[config.mk]
export PLATFORM = sky130hd
export DESIGN_NAME = slpq_ctrl
export DESIGN_NICKNAME = d
export VERILOG_FILES = /design/src/sv/slpq_pkg.sv /design/src/sv/slpq_ctrl.sv
export SDC_FILE = /design/constraint.sdc
export NUM_CORES = 1
export LEC_CHECK = 0
export ABC_AREA = 1
export BUFFER_PORTS_ARGS = -buffer_cell sky130_fd_sc_hd__buf_2
export CORE_MARGIN = 3
export CORE_UTILIZATION = 44
export CTS_CLUSTER_DIAMETER = 60
export DETAILED_ROUTE_END_ITERATION = 16
export PLACE_DENSITY = 0.87
export SLEW_MARGIN = 20
export SYNTH_ARGS = -nofsm -noshare
export SYNTH_HDL_FRONTEND = slang
export SYNTH_SLANG_ARGS = --single-unit
[constraint.sdc]
create_clock -name clk -period 1.49 [get_ports clk]
set_clock_uncertainty 0.1 [all_clocks]
set_input_delay 0.298 -clock clk [delete_from_list [all_inputs] [get_ports clk]]
set_output_delay 0.298 -clock clk [all_outputs]
set_load 0.02 [all_outputs]
[src/sv/slpq_pkg.sv]
// ----------------------------------------------------------------------------
// slpq_pkg: shared types and constants for the sorted-list priority queue
// Node store geometry, operation and status codes, word types, the
// controller/datapath command and status bundles and the priority relation.
// ----------------------------------------------------------------------------
package slpq_pkg;

  localparam int CAPACITY = 64;
  localparam int SLOT_W   = $clog2(CAPACITY);
  localparam int LINK_W   = $clog2(CAPACITY + 1);
  localparam int DATA_W   = 32;

  localparam logic [LINK_W-1:0] NULL_LINK = LINK_W'(CAPACITY);

  localparam logic [1:0] FUNC_PUSH = 2'd0;
  localparam logic [1:0] FUNC_POP  = 2'd1;
  localparam logic [1:0] FUNC_PEEK = 2'd2;

  localparam logic [1:0] STATUS_OK    = 2'd0;
  localparam logic [1:0] STATUS_EMPTY = 2'd1;
  localparam logic [1:0] STATUS_FULL  = 2'd2;

  localparam logic [1:0] MODE_LE = 2'd0;
  localparam logic [1:0] MODE_LT = 2'd1;
  localparam logic [1:0] MODE_GE = 2'd2;
  localparam logic [1:0] MODE_GT = 2'd3;

  typedef struct packed {
    logic [1:0]               func;
    logic signed [DATA_W-1:0] item_value;
    logic signed [DATA_W-1:0] item_priority;
  } pq_in_t;

  typedef struct packed {
    logic [1:0]               status;
    logic signed [DATA_W-1:0] out_value;
    logic signed [DATA_W-1:0] out_priority;
    logic                     now_empty;
  } pq_out_t;

  typedef enum logic [3:0] {
    ST_IDLE,
    ST_DECODE,
    ST_PUSH1,
    ST_WALK_LINK,
    ST_WALK_CHK,
    ST_FIN1,
    ST_FIN2,
    ST_POP1,
    ST_DONE
  } state_t;

  // read address source
  typedef enum logic [1:0] {
    RA_HEAD,
    RA_FREE,
    RA_LINK
  } ra_sel_t;

  // link write address source
  typedef enum logic [1:0] {
    WA_SLOT,
    WA_CUR,
    WA_HEAD
  } wa_sel_t;

  // link write data source
  typedef enum logic [1:0] {
    WD_HEAD,
    WD_NXT,
    WD_SLOT,
    WD_FREE
  } wd_sel_t;

  typedef struct packed {
    logic       load_in;
    logic       dat_we;
    logic       dat_re;
    ra_sel_t    dat_ra;
    logic       lnk_re;
    ra_sel_t    lnk_ra;
    logic       lnk_we;
    wa_sel_t    lnk_wa;
    wd_sel_t    lnk_wd;
    logic       slot_ld;
    logic       free_from_link;
    logic       free_from_head;
    logic       head_from_slot;
    logic       head_from_link;
    logic       cur_from_head;
    logic       cur_from_nxt;
    logic       nxt_from_link;
    logic       nxt_null;
    logic       emit;
    logic       emit_data;
    logic [1:0] status;
  } dp_cmd_t;

  typedef struct packed {
    logic [1:0] func;
    logic       head_null;
    logic       free_null;
    logic       link_null;
    logic       past;
  } dp_sts_t;

  function automatic logic is_slot(input logic [LINK_W-1:0] x);
    return x < LINK_W'(CAPACITY);
  endfunction

  // true while the walk should step past the stored node
  function automatic logic walk_past(input logic [1:0] mode,
                                     input logic signed [DATA_W-1:0] stored,
                                     input logic signed [DATA_W-1:0] incoming);
    logic r;
    unique case (mode)
      MODE_LE: r = stored <= incoming;
      MODE_LT: r = stored <  incoming;
      MODE_GE: r = stored >= incoming;
      MODE_GT: r = stored >  incoming;
    endcase
    return r;
  endfunction

endpackage

[src/sv/slpq_ctrl.sv]
// ----------------------------------------------------------------------------
// slpq_ctrl: operation sequencer
// Steps push, pop and peek through the node store.
// ----------------------------------------------------------------------------
module slpq_ctrl (
  input  logic             clk,
  input  logic             rst_n,
  input  logic             start,
  output logic             busy,
  input  slpq_pkg::dp_sts_t sts,
  output slpq_pkg::dp_cmd_t cmd
);
  import slpq_pkg::*;

  state_t     state_r, state_nxt;
  logic [1:0] st_r, st_nxt;
  logic       dok_r, dok_nxt;

  always_ff @(posedge clk) begin
    if (!rst_n) begin
      state_r <= ST_IDLE;
      st_r    <= STATUS_OK;
      dok_r   <= 1'b0;
    end else begin
      state_r <= state_nxt;
      st_r    <= st_nxt;
      dok_r   <= dok_nxt;
    end
  end

  always_comb begin
    state_nxt = state_r;
    st_nxt    = st_r;
    dok_nxt   = dok_r;
    cmd       = '0;
    busy      = 1'b1;
    unique case (state_r)
      ST_IDLE: begin
        busy = 1'b0;
        if (start) begin
          cmd.load_in = 1'b1;
          state_nxt   = ST_DECODE;
        end
      end
      ST_DECODE: begin
        st_nxt  = STATUS_OK;
        dok_nxt = 1'b0;
        unique case (sts.func)
          FUNC_PUSH: begin
            if (sts.free_null) begin
              st_nxt    = STATUS_FULL;
              state_nxt = ST_DONE;
            end else begin
              // store the item, fetch head priority and next free slot
              cmd.dat_we  = 1'b1;
              cmd.dat_re  = 1'b1;
              cmd.dat_ra  = RA_HEAD;
              cmd.lnk_re  = 1'b1;
              cmd.lnk_ra  = RA_FREE;
              cmd.slot_ld = 1'b1;
              state_nxt   = ST_PUSH1;
            end
          end
          FUNC_POP, FUNC_PEEK: begin
            if (sts.head_null) begin
              st_nxt    = STATUS_EMPTY;
              state_nxt = ST_DONE;
            end else begin
              cmd.dat_re = 1'b1;
              cmd.dat_ra = RA_HEAD;
              cmd.lnk_re = 1'b1;
              cmd.lnk_ra = RA_HEAD;
              state_nxt  = ST_POP1;
            end
          end
          default: begin
            state_nxt = ST_DONE;
          end
        endcase
      end
      ST_PUSH1: begin
        cmd.free_from_link = 1'b1;
        if (sts.head_null || !sts.past) begin
          cmd.lnk_we         = 1'b1;
          cmd.lnk_wa         = WA_SLOT;
          cmd.lnk_wd         = WD_HEAD;
          cmd.head_from_slot = 1'b1;
          state_nxt          = ST_DONE;
        end else begin
          cmd.cur_from_head = 1'b1;
          cmd.lnk_re        = 1'b1;
          cmd.lnk_ra        = RA_HEAD;
          state_nxt         = ST_WALK_LINK;
        end
      end
      ST_WALK_LINK: begin
        if (sts.link_null) begin
          cmd.nxt_null = 1'b1;
          state_nxt    = ST_FIN1;
        end else begin
          cmd.nxt_from_link = 1'b1;
          cmd.dat_re        = 1'b1;
          cmd.dat_ra        = RA_LINK;
          cmd.lnk_re        = 1'b1;
          cmd.lnk_ra        = RA_LINK;
          state_nxt         = ST_WALK_CHK;
        end
      end
      ST_WALK_CHK: begin
        if (sts.past) begin
          cmd.cur_from_nxt = 1'b1;
          if (sts.link_null) begin
            cmd.nxt_null = 1'b1;
            state_nxt    = ST_FIN1;
          end else begin
            cmd.nxt_from_link = 1'b1;
            cmd.dat_re        = 1'b1;
            cmd.dat_ra        = RA_LINK;
            cmd.lnk_re        = 1'b1;
            cmd.lnk_ra        = RA_LINK;
          end
        end else begin
          state_nxt = ST_FIN1;
        end
      end
      ST_FIN1: begin
        cmd.lnk_we = 1'b1;
        cmd.lnk_wa = WA_SLOT;
        cmd.lnk_wd = WD_NXT;
        state_nxt  = ST_FIN2;
      end
      ST_FIN2: begin
        cmd.lnk_we = 1'b1;
        cmd.lnk_wa = WA_CUR;
        cmd.lnk_wd = WD_SLOT;
        state_nxt  = ST_DONE;
      end
      ST_POP1: begin
        dok_nxt = 1'b1;
        if (sts.func == FUNC_POP) begin
          cmd.head_from_link = 1'b1;
          cmd.free_from_head = 1'b1;
          cmd.lnk_we         = 1'b1;
          cmd.lnk_wa         = WA_HEAD;
          cmd.lnk_wd         = WD_FREE;
        end
        state_nxt = ST_DONE;
      end
      ST_DONE: begin
        cmd.emit      = 1'b1;
        cmd.emit_data = dok_r;
        cmd.status    = st_r;
        state_nxt     = ST_IDLE;
      end
      default: begin
        state_nxt = ST_IDLE;
      end
    endcase
  end

endmodule

==> reports/metrics.cfg, run 1 <==
[run_status]
outcome=aborted with a tool error
failing_step=4_1_cts
stop_error=[ERROR DPL-0033] detailed placement checks failed during check placement.

[yosys]
ys_seq_area_share_pct=20.44
synthDistinctLibCells=22
proportion_of_synthesized_flip_flops_having_asynchronous_set_or_reset_pct=0
gate_count_of_the_mapped_netlist=114
synth.net_count=126
synth.ff_latch_count=7
avgSynthCellArea_um2=6.015
synth.yosys.warnings=0
dominantRegCellSynth=sky130_fd_sc_hd__dfxtp_1
synth_enable_flop_cells=0
syn_area_um2=685.7

[clock_tree]
clock_tree.htree_level_count=1
cts.path.max_buffers=2
cts-buffers-inserted=3
clock_tree.root_cell=sky130_fd_sc_hd__clkbuf_4
postCtsSetupBuffers=5
ctsHoldBuffers=0
post_cts.resized_instances=77
clock_sink_total=7

[floorplanning]
die-height_um=45.48
boundaryPins=36
starting_density_pct=49.59
rows=13
die_width_um=45.48

[placement]
dp_worst_setup_slack_ps=-182.0
quantity_of_i_o_buffers_inserted_on_ports=34
finalWeightedCongestion=0.8574
half_perimeter_wire_length_of_the_detailed_placement_result_um=1703

Yosys cell counts, types with 2 or more instances:
| master | count | area (um2) |
|---|---|---|
| sky130_fd_sc_hd__nand3_1 | 6 | 30.03 |
| sky130_fd_sc_hd__inv_1 | 26 | 97.59 |
| sky130_fd_sc_hd__nor2_4 | 2 | 22.52 |
| sky130_fd_sc_hd__a21oi_1 | 3 | 15.01 |
| sky130_fd_sc_hd__a31oi_1 | 2 | 12.51 |
| sky130_fd_sc_hd__ha_1 | 3 | 37.54 |
| sky130_fd_sc_hd__nor2_2 | 3 | 18.77 |
| sky130_fd_sc_hd__nand3_2 | 2 | 20.02 |
| sky130_fd_sc_hd__nor3_1 | 3 | 15.01 |
| sky130_fd_sc_hd__inv_2 | 4 | 15.01 |
| sky130_fd_sc_hd__o21ai_0 | 5 | 25.02 |
| sky130_fd_sc_hd__dfxtp_1 | 7 | 140.1 |
| sky130_fd_sc_hd__nor2_1 | 14 | 52.55 |
| sky130_fd_sc_hd__nand2_1 | 19 | 71.32 |
| sky130_fd_sc_hd__nand2_2 | 4 | 25.02 |
| sky130_fd_sc_hd__buf_4 | 4 | 30.03 |
| sky130_fd_sc_hd__nor3_2 | 2 | 20.02 |
through the flow:
step           hold WS (ps)  cells  setup TNS, ps  area [um2]
2_1_floorplan         295.6    114         -130.2       774.5
3_3_place_gp          352.4    174         -434.6        1046
3_5_place_dp          358.6    174         -718.9        1046
cells by family after synthesis:
group,after synthesis,share of synthesized area (%)
compound gates,12,10.04
fa+ha+maj,3,5.475
buf+inv,34,20.80
flops,7,20.44
other cells,1,0.5469
simple gates,57,42.70
==> run 2: changes to the inputs <==
- CORE_AREA: not set -> 3 3 64 66
- CORE_MARGIN: 3 -> not set
- CORE_UTILIZATION: 44 -> not set
- CTS_CLUSTER_DIAMETER: 60 -> not set
- DIE_AREA: not set -> 0 0 67 69
- PLACE_DENSITY: 0.87 -> not set
- PLACE_DENSITY_LB_ADDON: not set -> 0.15
==> run 2 against run 1 <==
- the flow now finishes, with violations (setup timing)
- synthesized area is the same
- synthesized cell count is the same
==> reports/metrics.cfg, run 2 <==
[global_route]
first_pass_grt_wire_length_um=3615
initial_antenna_violation_count=0
grt-ovfl-total=0
groute.usage.overall_pct=9.707
maximum_number_of_pins_on_one_net_before_global_route_repair=7
via_count_of_the_first_global_routing_pass=848

[final_layout]
antenna_cells=0
largest_register_ff_count=4
max_flop_register=state_r
number_of_nets_in_the_final_layout=191
final_cells=226
final_cell_mix=sky130_fd_sc_hd__buf_4, sky130_fd_sc_hd__buf_6, sky130_fd_sc_hd__inv_1
stdcell_area_um2=1528
ratio_of_cells_with_drive_above_1_in_the_final_layout_pct=69.10
finalCoreUtilization_pct=42.05
layout.cells.most_common=sky130_fd_sc_hd__buf_4
area_delta_synth_final_pct=122.8
top_regs=state_r (4), st_r (2), dok_r (1)

[floorplanning]
starting_density_pct=18.87  ; was 49.59%
core-area_um2=3633
rows=22  ; was 13
die-height_um=69  ; was 45.48 um
boundaryPins=36  ; unchanged
fp.dieArea_um2=4623
die_width_um=67  ; was 45.48 um

[routing]
dr.pass1.iters=4
drt.antenna.violating_nets=0
drt-vias-per-instance=3.951
drt_first_iter_violations=17
final_wirelength_um=2210
wl_per_cell_um=9.779
drcViolationCount=0
vias=893

[placement]
placement.cell_area_um2=1125  ; was 1046 um2
half_perimeter_wire_length_of_the_detailed_placement_result_um=1706  ; was 1703 um
quantity_of_i_o_buffers_inserted_on_ports=34  ; unchanged
dp_worst_setup_slack_ps=-194.3  ; was -182.0 ps
numPlacedInstances=212  ; was 174
finalWeightedCongestion=0.8286  ; was 0.8574

[sta]
upper_clock_frequency_limit_mhz=593.1
worst_hold_slack_ps=189.4
setup_tns_ps=-3223
rsz0062_at_grt=true
timing.final.max_slew_violations=0
period_minus_slack_ps=1686
fin_ws_ps=-196.0
layout_worst_path_cycle_share_pct=113.2
final_report_hold_violation_count=0
finalSetupViolations=25

[run]
max_cap_violations=0

[yosys]
post_synth_main_area_contributors=sky130_fd_sc_hd__dfxtp_1, sky130_fd_sc_hd__inv_1, sky130_fd_sc_hd__nand2_1  ; unchanged
syn_area_um2=685.7  ; unchanged
gate_count_of_the_mapped_netlist=114  ; unchanged
yosys.cell_count.top_type=sky130_fd_sc_hd__inv_1  ; unchanged
synth_enable_flop_cells=0  ; unchanged
synth_top_area_share_pct=20.44  ; unchanged
synth.top_cells.by_count=sky130_fd_sc_hd__inv_1, sky130_fd_sc_hd__nand2_1, sky130_fd_sc_hd__nor2_1  ; unchanged
proportion_of_synthesized_flip_flops_having_asynchronous_set_or_reset_pct=0  ; unchanged
synth.ff_latch_count=7  ; unchanged
synthDistinctLibCells=22  ; unchanged
synth.net_count=126  ; unchanged
dominantRegCellSynth=sky130_fd_sc_hd__dfxtp_1  ; unchanged
synth.yosys.warnings=0  ; unchanged
avgSynthCellArea_um2=6.015  ; unchanged
synth_area_leader_cell=sky130_fd_sc_hd__dfxtp_1  ; unchanged
ys_seq_area_share_pct=20.44  ; unchanged

[clock_tree]
cts_tree=done
clock_latency_at_the_later_pin_of_the_worst_skew_pair_ps=220
clock_tree.root_cell=sky130_fd_sc_hd__clkbuf_8  ; was sky130_fd_sc_hd__clkbuf_4
worst_setup_hold_path_clk_slew_ps=40
ctsHoldBuffers=0  ; unchanged
cts.path.max_buffers=2  ; unchanged
clock_tree.htree_level_count=1  ; unchanged
cts-buffers-inserted=3  ; unchanged
clock_sink_total=7  ; unchanged

[power_and_ir_drop]
power.ir.vdd_worst_uv=225.8
power_density_nw_per_um2=696.4
power.leakage_nw=0.7906
fin_total_pwr_mw=1.064

[critical_path]
cp_data_required_time_ps=1090
timing.critical_path.mode_cell=sky130_fd_sc_hd__inv_2
timing.critical_path.max_delay_family=flip-flops
timing_worst_setup_path_type=flip-flop to output pin
timing.critical_path.slowest_stage_cell=sky130_fd_sc_hd__dfxtp_4
worstPathMaxFanout=3
critPathMaxStageDelay_ps=390
cp_num_buf_inv=3
crit_arrival_ps=1290
cell_chain_of_the_critical_path=nand2_2, nor2_4, inv_2, o21ai_4, inv_2, nand2_1, buf_4
crit_path_start_kind=flip-flop
critical_path.endpoint_type=output pin

[run_status]
violations_in_the_final_reports=setup timing
outcome=finished, violations left  ; was aborted with a tool error

[worst_hold_path]
timing.hold.worst.class=input port to flip-flop

[run 2: area by class of cell]
cell class | count | area [um2]
Clock buffer | 4 | 45.04
Tap cell | 48 | 60.06
Fill cell | 394 | 2106
Inverter | 30 | 132.6
Multi-Input combinational cell | 73 | 598.1
Sequential cell | 7 | 152.6
Timing Repair Buffer | 64 | 539.3
[run 2: where the power goes]
| group | total [mW] | switching [mW] | internal (mW) | leakage [nW] |
|---|---|---|---|---|
| Combinational | 0.564 | 0.309 | 0.255 | 0.708 |
| Sequential | 0.238 | 0.0280 | 0.210 | 0.0596 |
| Clock | 0.262 | 0.0770 | 0.185 | 0.0228 |
| Total | 1.06 | 0.414 | 0.650 | 0.791 |
[run 2: timing repair]
action                                 in CTS  in global routing
cloned                                      0                  0
setup endpoints to repair                  26                 26
setup buffers                               5                  5
pin swaps                                   5                  6
resized for setup                          48                 44
endpoints found under the hold margin       0                  0
[run 2: worst min-delay path: cells and delay by family]
kind / cells / cell delay [ps]
AND/OR/NAND/NOR: 1 / 50
buffers and inverters: 2 / 140
[run 2: cell families after synthesis]
group,synth area share (%)
buf+inv,20.80
other cells,0.5469
flops,20.44
simple gates,42.70
fa+ha+maj,5.475
compound gates,10.04
[run 2: final timing paths]
| path | from | to | slack [ps] | cells past startpoint |
|---|---|---|---|---|
| hold / removal | rst_n | state_r[1] | 190 | 3 |
| hold reg to reg | st_r[0] | st_r[0] | 360 | 2 |
| setup reg to reg | state_r[0] | state_r[3] | 60 | 8 |
| setup / recovery | state_r[1] | cmd[23] | -200 | 7 |
[run 2: per-layer routing]
metal | vias up | part of all wire [%] | global-route usage [%]
met5 | - | 0 | 0
met1 | 400 | 41 | 11.71
met4 | 0 | 1.6 | 4.730
met2 | 19 | 53 | 17.14
li1 | 470 | - | -
met3 | 4 | 4.2 | 0.1629
No activity file was read; power rests on OpenSTA's default activity.
==> run 3: changes to the inputs <==
- ABC_AREA: 1 -> not set
==> run 3 against run 2 <==
- the flow still finishes with violations (setup timing)
- critical path depth shrank 2
- setup slack got worse by 150 ps
- critical path type unchanged
- highest routed layer unchanged
- hold slack better by 66 ps
- synthesized area fell by 1.3%
- critical endpoint is now cmd[20]
- sequential share of layout area is 0.49 points lower
==> reports/metrics.cfg, run 3 <==
[yosys]
ys_seq_area_share_pct=20.70  ; was 20.44%
gate_count_of_the_mapped_netlist=94  ; was 114
multiplexer_share_of_the_synthesized_area_pct=0  ; unchanged
synth.ff_latch_count=7  ; unchanged
synth_top_family_by_area=simple AND/OR/NAND/NOR gates  ; unchanged
synth-compound-area-share_pct=25.88  ; was 10.04%
post_synth_xor_area_fraction_pct=0  ; unchanged
synth_top_area_share_pct=20.70  ; was 20.44%
syn_area_um2=676.9  ; was 685.7 um2
synth.yosys.warnings=0  ; unchanged
yosys.cell_count.top_type=sky130_fd_sc_hd__nor2_1  ; was sky130_fd_sc_hd__inv_1
synth.net_count=106  ; was 126
synth_adder_area_share_pct=5.545  ; was 5.474%
synth_enable_flop_cells=0  ; unchanged
synth_area_leader_cell=sky130_fd_sc_hd__dfxtp_1  ; unchanged
proportion_of_synthesized_flip_flops_having_asynchronous_set_or_reset_pct=0  ; unchanged
dominantRegCellSynth=sky130_fd_sc_hd__dfxtp_1  ; unchanged
post_synth_main_area_contributors=sky130_fd_sc_hd__dfxtp_1, sky130_fd_sc_hd__a211oi_2, sky130_fd_sc_hd__ha_1  ; was sky130_fd_sc_hd__dfxtp_1, sky130_fd_sc_hd__inv_1, sky130_fd_sc_hd__nand2_1
avgSynthCellArea_um2=7.201  ; was 6.015 um2
synthDistinctLibCells=36  ; was 22
synthesized_area_fraction_occupied_by_and_or_nand_nor_cells_pct=36.41  ; was 42.70%
synth.top_cells.by_count=sky130_fd_sc_hd__nor2_1, sky130_fd_sc_hd__nand2_1, sky130_fd_sc_hd__dfxtp_1  ; was sky130_fd_sc_hd__inv_1, sky130_fd_sc_hd__nand2_1, sky130_fd_sc_hd__nor2_1

[floorplanning]
fp.dieArea_um2=4623  ; unchanged
rows=22  ; unchanged
boundaryPins=36  ; unchanged
starting_density_pct=18.63  ; was 18.87%
core-area_um2=3633  ; unchanged
die_width_um=67  ; unchanged
die-height_um=69  ; unchanged

[routing]
drt-vias-per-instance=4.300  ; was 3.951
vias=916  ; was 893
drt.antenna.violating_nets=0  ; unchanged
wl_per_cell_um=12.02  ; was 9.779 um
final_wirelength_um=2561  ; was 2210 um
drcViolationCount=0  ; unchanged
drt_first_iter_violations=19  ; was 17
dr.pass1.iters=4  ; unchanged

[clock_tree]
cts.path.max_buffers=2  ; unchanged
cts-buffers-inserted=3  ; unchanged
clock_latency_at_the_later_pin_of_the_worst_skew_pair_ps=230  ; was 220 ps
clock_tree.htree_level_count=1  ; unchanged
worst_setup_hold_path_clk_slew_ps=40  ; about the same
clock_tree.root_cell=sky130_fd_sc_hd__clkbuf_8  ; unchanged
cts_tree=done  ; unchanged
clock_sink_total=7  ; unchanged

[critical_path]
critical_path.endpoint_type=output pin  ; unchanged
worstPathMaxFanout=4  ; was 3
critPathMaxStageDelay_ps=360  ; was 390 ps
cp_num_buf_inv=1  ; was 3
timing_worst_setup_path_type=flip-flop to output pin  ; unchanged
crit_path_start_kind=flip-flop  ; unchanged
cp_data_required_time_ps=1090  ; about the same
cell_chain_of_the_critical_path=nand3b_1, a211oi_4, a21o_1, nand2b_4, buf_6  ; was nand2_2, nor2_4, inv_2, o21ai_4, inv_2, nand2_1, buf_4
timing.critical_path.slowest_stage_cell=sky130_fd_sc_hd__dfxtp_4  ; unchanged
crit_arrival_ps=1440  ; was 1290 ps
timing.critical_path.max_delay_family=compound AO/OA/AOI/OAI gates  ; was flip-flops

[final_layout]
finalCoreUtilization_pct=42.77  ; was 42.05%
fillers=365  ; was 394
area_delta_synth_final_pct=129.6  ; was 122.8%
final_cell_mix=sky130_fd_sc_hd__buf_4, sky130_fd_sc_hd__buf_6, sky130_fd_sc_hd__buf_2  ; was sky130_fd_sc_hd__buf_4, sky130_fd_sc_hd__buf_6, sky130_fd_sc_hd__inv_1
ratio_of_cells_with_drive_above_1_in_the_final_layout_pct=69.70  ; was 69.10%
largest_register_ff_count=4  ; unchanged
top_regs=state_r (4), st_r (2), dok_r (1)  ; unchanged
layout.cells.most_common=sky130_fd_sc_hd__buf_4  ; unchanged
antenna_cells=0  ; unchanged
max_flop_register=state_r  ; unchanged
number_of_nets_in_the_final_layout=178  ; was 191

[run_status]
violations_in_the_final_reports=setup timing  ; unchanged
outcome=finished, violations left  ; unchanged

[sta]
fin_ws_ps=-345.9  ; was -196.0 ps
layout_worst_path_cycle_share_pct=123.2  ; was 113.2%
upper_clock_frequency_limit_mhz=544.7  ; was 593.1 MHz
rsz0062_at_grt=true  ; unchanged
final_report_hold_violation_count=0  ; unchanged
timing.final.max_slew_violations=0  ; unchanged
finalSetupViolations=28  ; was 25
period_minus_slack_ps=1836  ; was 1686 ps

[global_route]
first_pass_grt_wire_length_um=4229  ; was 3615 um
maximum_number_of_pins_on_one_net_before_global_route_repair=9  ; was 7
via_count_of_the_first_global_routing_pass=941  ; was 848
grt-ovfl-total=0  ; unchanged
initial_antenna_violation_count=0  ; unchanged
groute.usage.overall_pct=11.66  ; was 9.707%

[placement]
dp_worst_setup_slack_ps=-318.4  ; was -194.3 ps
quantity_of_i_o_buffers_inserted_on_ports=34  ; unchanged
finalWeightedCongestion=0.8391  ; was 0.8286
half_perimeter_wire_length_of_the_detailed_placement_result_um=2063  ; was 1706 um

[worst_hold_path]
timing.hold.worst.class=input port to flip-flop  ; unchanged

[power_and_ir_drop]
power.ir.vdd_worst_uv=232.2  ; was 225.8 uV
power_density_nw_per_um2=689.1  ; was 696.4 nW/um2
power.leakage_nw=0.7392  ; was 0.7906 nW

[run]
max_cap_violations=0  ; unchanged

## run 3: worst reg2reg max path, stage by stage, from the launching register on
cell and delay (ps):
sky130_fd_sc_hd__dfxtp_4 360, sky130_fd_sc_hd__buf_6 130, sky130_fd_sc_hd__or4b_4 530, sky130_fd_sc_hd__a211oi_2 190, sky130_fd_sc_hd__a311oi_1 70, sky130_fd_sc_hd__a211oi_2 140
## run 3: report_power, final
| part | switching, mW | total [mW] | internal, mW |
|---|---|---|---|
| clock network | 0.0852 | 0.271 | 0.185 |
| logic | 0.277 | 0.578 | 0.301 |
| registers | 0.0175 | 0.222 | 0.205 |
## run 3: per-stage QoR
step / hold slack [ps] / TNS (ps) / std cells / instance area (um2) / power [mW]
finish: 255.8 / -6402 / 213 / 1554 / 1.071
global route: 272.9 / -8238 / 213 / 1554 / 1.138
CTS: 255.4 / -6614 / 210 / 1503 / 1.059
detailed placement: 341.7 / -3401 / 200 / 1179 / 0.6580
global placement: 341.5 / -3199 / 200 / 1179 / 0.6570
floorplan: 325.9 / -1949 / 94 / 752.0 / 0.4575
## run 3: layout make-up
cell class	instances	area [um2]	area share (%)
inverter	7	26.28	1.691
clock buffer	4	45.04	2.899
multi-input combinational	72	654.4	42.11
sequential	7	147.6	9.501
timing repair buffer	75	620.6	39.94
tap	48	60.06	3.865
## run 3: kinds of logic (layout without fill, tap and decap cells)
family                   after synthesis  count (layout)
AND/OR/NAND/NOR                       45              45
flip-flops                             7               7
adder cells (fa/ha/maj)                3               3
AO/OA/AOI/OAI                         23              23
buffers and inverters                 15              86
other                                  1               1
## run 3: repair_timing
action,4_1_cts,5_1_grt
gates resized for setup,66,8
hold buffers,0,0
pin swaps,14,4
endpoints found under the setup margin,27,28
cloned,0,0
buffers inserted,6,3
## run 3: path summary, 6_finish.rpt
| path | start | endpoint | slack, ps | depth (start not counted) |
|---|---|---|---|---|
| worst min register to register | st_r[0] | st_r[0] | 350 | 2 |
| worst max register to register | state_r[2] | state_r[0] | -100 | 5 |
| worst max-delay path | state_r[2] | cmd[20] | -350 | 5 |
| worst min-delay path | rst_n | state_r[3] | 260 | 2 |
## run 3: metal layers
metal	share of wire, %	global-route usage, %	vias up	wire [um]
li1	-	-	465	-
met1	44	14.26	422	1126
met2	50	19.43	23	1286
met3	3.4	1.466	6	88
met4	2.3	5.856	0	60
met5	0	0	-	0
==> run 4: changes to the inputs <==
- clock period: 1.49 -> 1.5 ns (I/O delays scaled with it)
==> run 4 against run 3 <==
- the run still ends with setup timing left
- critical path type unchanged
- register-to-register slack lost 120 ps
- via count shrank 2.1%
- highest routed layer unchanged
- utilization shrank 1.3 points
- critical path depth is the same
- largest power group unchanged
==> reports/metrics.cfg, run 4 (synthesis results as in run 3) <==
[power_and_ir_drop]
power.ir.vdd_worst_uv=249.2  ; was 232.2 uV
power_density_nw_per_um2=704.7  ; was 689.1 nW/um2
power.leakage_nw=0.7280  ; was 0.7392 nW
fin_total_pwr_mw=1.061  ; was 1.071 mW

[clock_tree]
worst_setup_hold_path_clk_slew_ps=40  ; about the same
clock_latency_at_the_later_pin_of_the_worst_skew_pair_ps=230  ; about the same
cts.path.max_buffers=2  ; unchanged
cts_tree=done  ; unchanged
clock_sink_total=7  ; unchanged
clock_tree.root_cell=sky130_fd_sc_hd__clkbuf_8  ; unchanged
ctsHoldBuffers=0  ; unchanged
clock_tree.htree_level_count=1  ; unchanged
cts-buffers-inserted=3  ; unchanged

[critical_path]
reg2reg_from=state_r[2]  ; unchanged
crit_arrival_ps=1450  ; was 1440 ps
crit_path_start=state_r[2]  ; unchanged
cp_data_required_time_ps=1100  ; was 1090 ps
reg2reg_setup_slack_ps=-220  ; was -100 ps
worstPathMaxFanout=3  ; was 4
reg2reg_to=state_r[0]  ; unchanged
critical_path.endpoint_type=output pin  ; unchanged
critical_path.endpoint=cmd[20]  ; unchanged
timing_worst_setup_path_type=flip-flop to output pin  ; unchanged
crit_path_start_kind=flip-flop  ; unchanged
ff2ff_path_depth=6  ; was 5

[final_layout]
layout.cells.most_common=sky130_fd_sc_hd__buf_4  ; unchanged
ratio_of_cells_with_drive_above_1_in_the_final_layout_pct=68.71  ; was 69.70%
area_delta_synth_final_pct=122.4  ; was 129.6%
stdcell_area_um2=1505  ; was 1554 um2
antenna_cells=0  ; unchanged
fillers=378  ; was 365
max_flop_register=state_r  ; unchanged
final_cell_mix=sky130_fd_sc_hd__buf_4, sky130_fd_sc_hd__buf_6, sky130_fd_sc_hd__buf_2  ; unchanged
final_cells=211  ; was 213
top_regs=state_r (4), st_r (2), dok_r (1)  ; unchanged
number_of_nets_in_the_final_layout=176  ; was 178
finalCoreUtilization_pct=41.43  ; was 42.77%
largest_register_ff_count=4  ; unchanged

[floorplanning]
boundaryPins=36  ; unchanged
fp.dieArea_um2=4623  ; unchanged
starting_density_pct=18.63  ; unchanged
die_width_um=67  ; unchanged
core-area_um2=3633  ; unchanged
rows=22  ; unchanged
die-height_um=69  ; unchanged

[global_route]
maximum_number_of_pins_on_one_net_before_global_route_repair=7  ; was 9
via_count_of_the_first_global_routing_pass=917  ; was 941
grt-ovfl-total=0  ; unchanged
initial_antenna_violation_count=0  ; unchanged
first_pass_grt_wire_length_um=4215  ; was 4229 um
groute.usage.overall_pct=11.47  ; was 11.66%

[placement]
dp_worst_setup_slack_ps=-315.5  ; was -318.4 ps
half_perimeter_wire_length_of_the_detailed_placement_result_um=2081  ; was 2063 um
placement.cell_area_um2=1151  ; was 1179 um2
quantity_of_i_o_buffers_inserted_on_ports=34  ; unchanged
finalWeightedCongestion=0.8451  ; was 0.8391
numPlacedInstances=198  ; was 200

[routing]
vias=897  ; was 916
drcViolationCount=0  ; unchanged
drt.antenna.violating_nets=0  ; unchanged
dr.pass1.iters=4  ; unchanged
final_wirelength_um=2648  ; was 2561 um
wl_per_cell_um=12.55  ; was 12.02 um
drt_first_iter_violations=18  ; was 19
drt-vias-per-instance=4.251  ; was 4.300

[run_status]
outcome=finished, violations left  ; unchanged
violations_in_the_final_reports=setup timing  ; unchanged

[sta]
finalSetupViolations=27  ; was 28
worst_hold_slack_ps=253.4  ; was 255.8 ps
upper_clock_frequency_limit_mhz=541.2
layout_worst_path_cycle_share_pct=123.2
period_minus_slack_ps=1848
fin_ws_ps=-347.7  ; was -345.9 ps
setup_tns_ps=-5765  ; was -6402 ps
rsz0062_at_grt=true  ; unchanged
timing.final.max_slew_violations=0  ; unchanged
final_report_hold_violation_count=0  ; unchanged

[worst_hold_path]
timing.hold.worst.class=input port to flip-flop  ; unchanged

[run]
max_cap_violations=0  ; unchanged

==> run 4: layer usage <==
metal / vias up / GRT usage, % / wire, um
met5: - / 0 / 0
li1: 462 / - / -
met3: 5 / 1.466 / 110
met1: 404 / 14.57 / 1153
met4: 0 / 4.279 / 39
met2: 26 / 19.21 / 1344
==> run 4: area by class of cell <==
class | instances | area, um2 | area share [%]
sequential | 7 | 150.1 | 9.975
timing repair buffer | 73 | 570.5 | 37.91
inverter | 7 | 31.28 | 2.078
tap | 48 | 60.06 | 3.990
multi-input combinational | 72 | 648.1 | 43.06
clock buffer | 4 | 45.04 | 2.993
==> run 4: repair_timing <==
item,4_1_cts,5_1_grt
pin swaps,7,4
endpoints found under the hold margin,0,0
resized for setup,43,27
cloned,0,0
setup endpoints to repair,27,28
setup buffers,7,2
==> run 4: how the worst min path moves through the flow <==
stage          slack [ps]  cells past startpoint    endpoint  startpoint
3_3_place_gp          340                      2     st_r[0]     st_r[0]
5_1_grt               260                      2  state_r[3]       rst_n
2_1_floorplan         330                      2     st_r[0]     st_r[0]
6_report              250                      2  state_r[3]       rst_n
3_5_place_dp          350                      2     st_r[0]     st_r[0]
4_1_cts               260                      2  state_r[3]       rst_n
==> run 4: critical path, stage by stage, from the launching register on <==
cell                       delay, ps
sky130_fd_sc_hd__dfxtp_4         350
sky130_fd_sc_hd__nand3b_1        210
sky130_fd_sc_hd__a211oi_4        300
sky130_fd_sc_hd__a21o_1          130
sky130_fd_sc_hd__nand2b_4        120
sky130_fd_sc_hd__buf_6           110
==> run 4: power breakdown <==
part | total (mW) | switching [mW] | internal [mW]
registers | 0.219 | 0.0170 | 0.202
clock network | 0.272 | 0.0872 | 0.184
logic | 0.570 | 0.276 | 0.294
total | 1.06 | 0.380 | 0.680
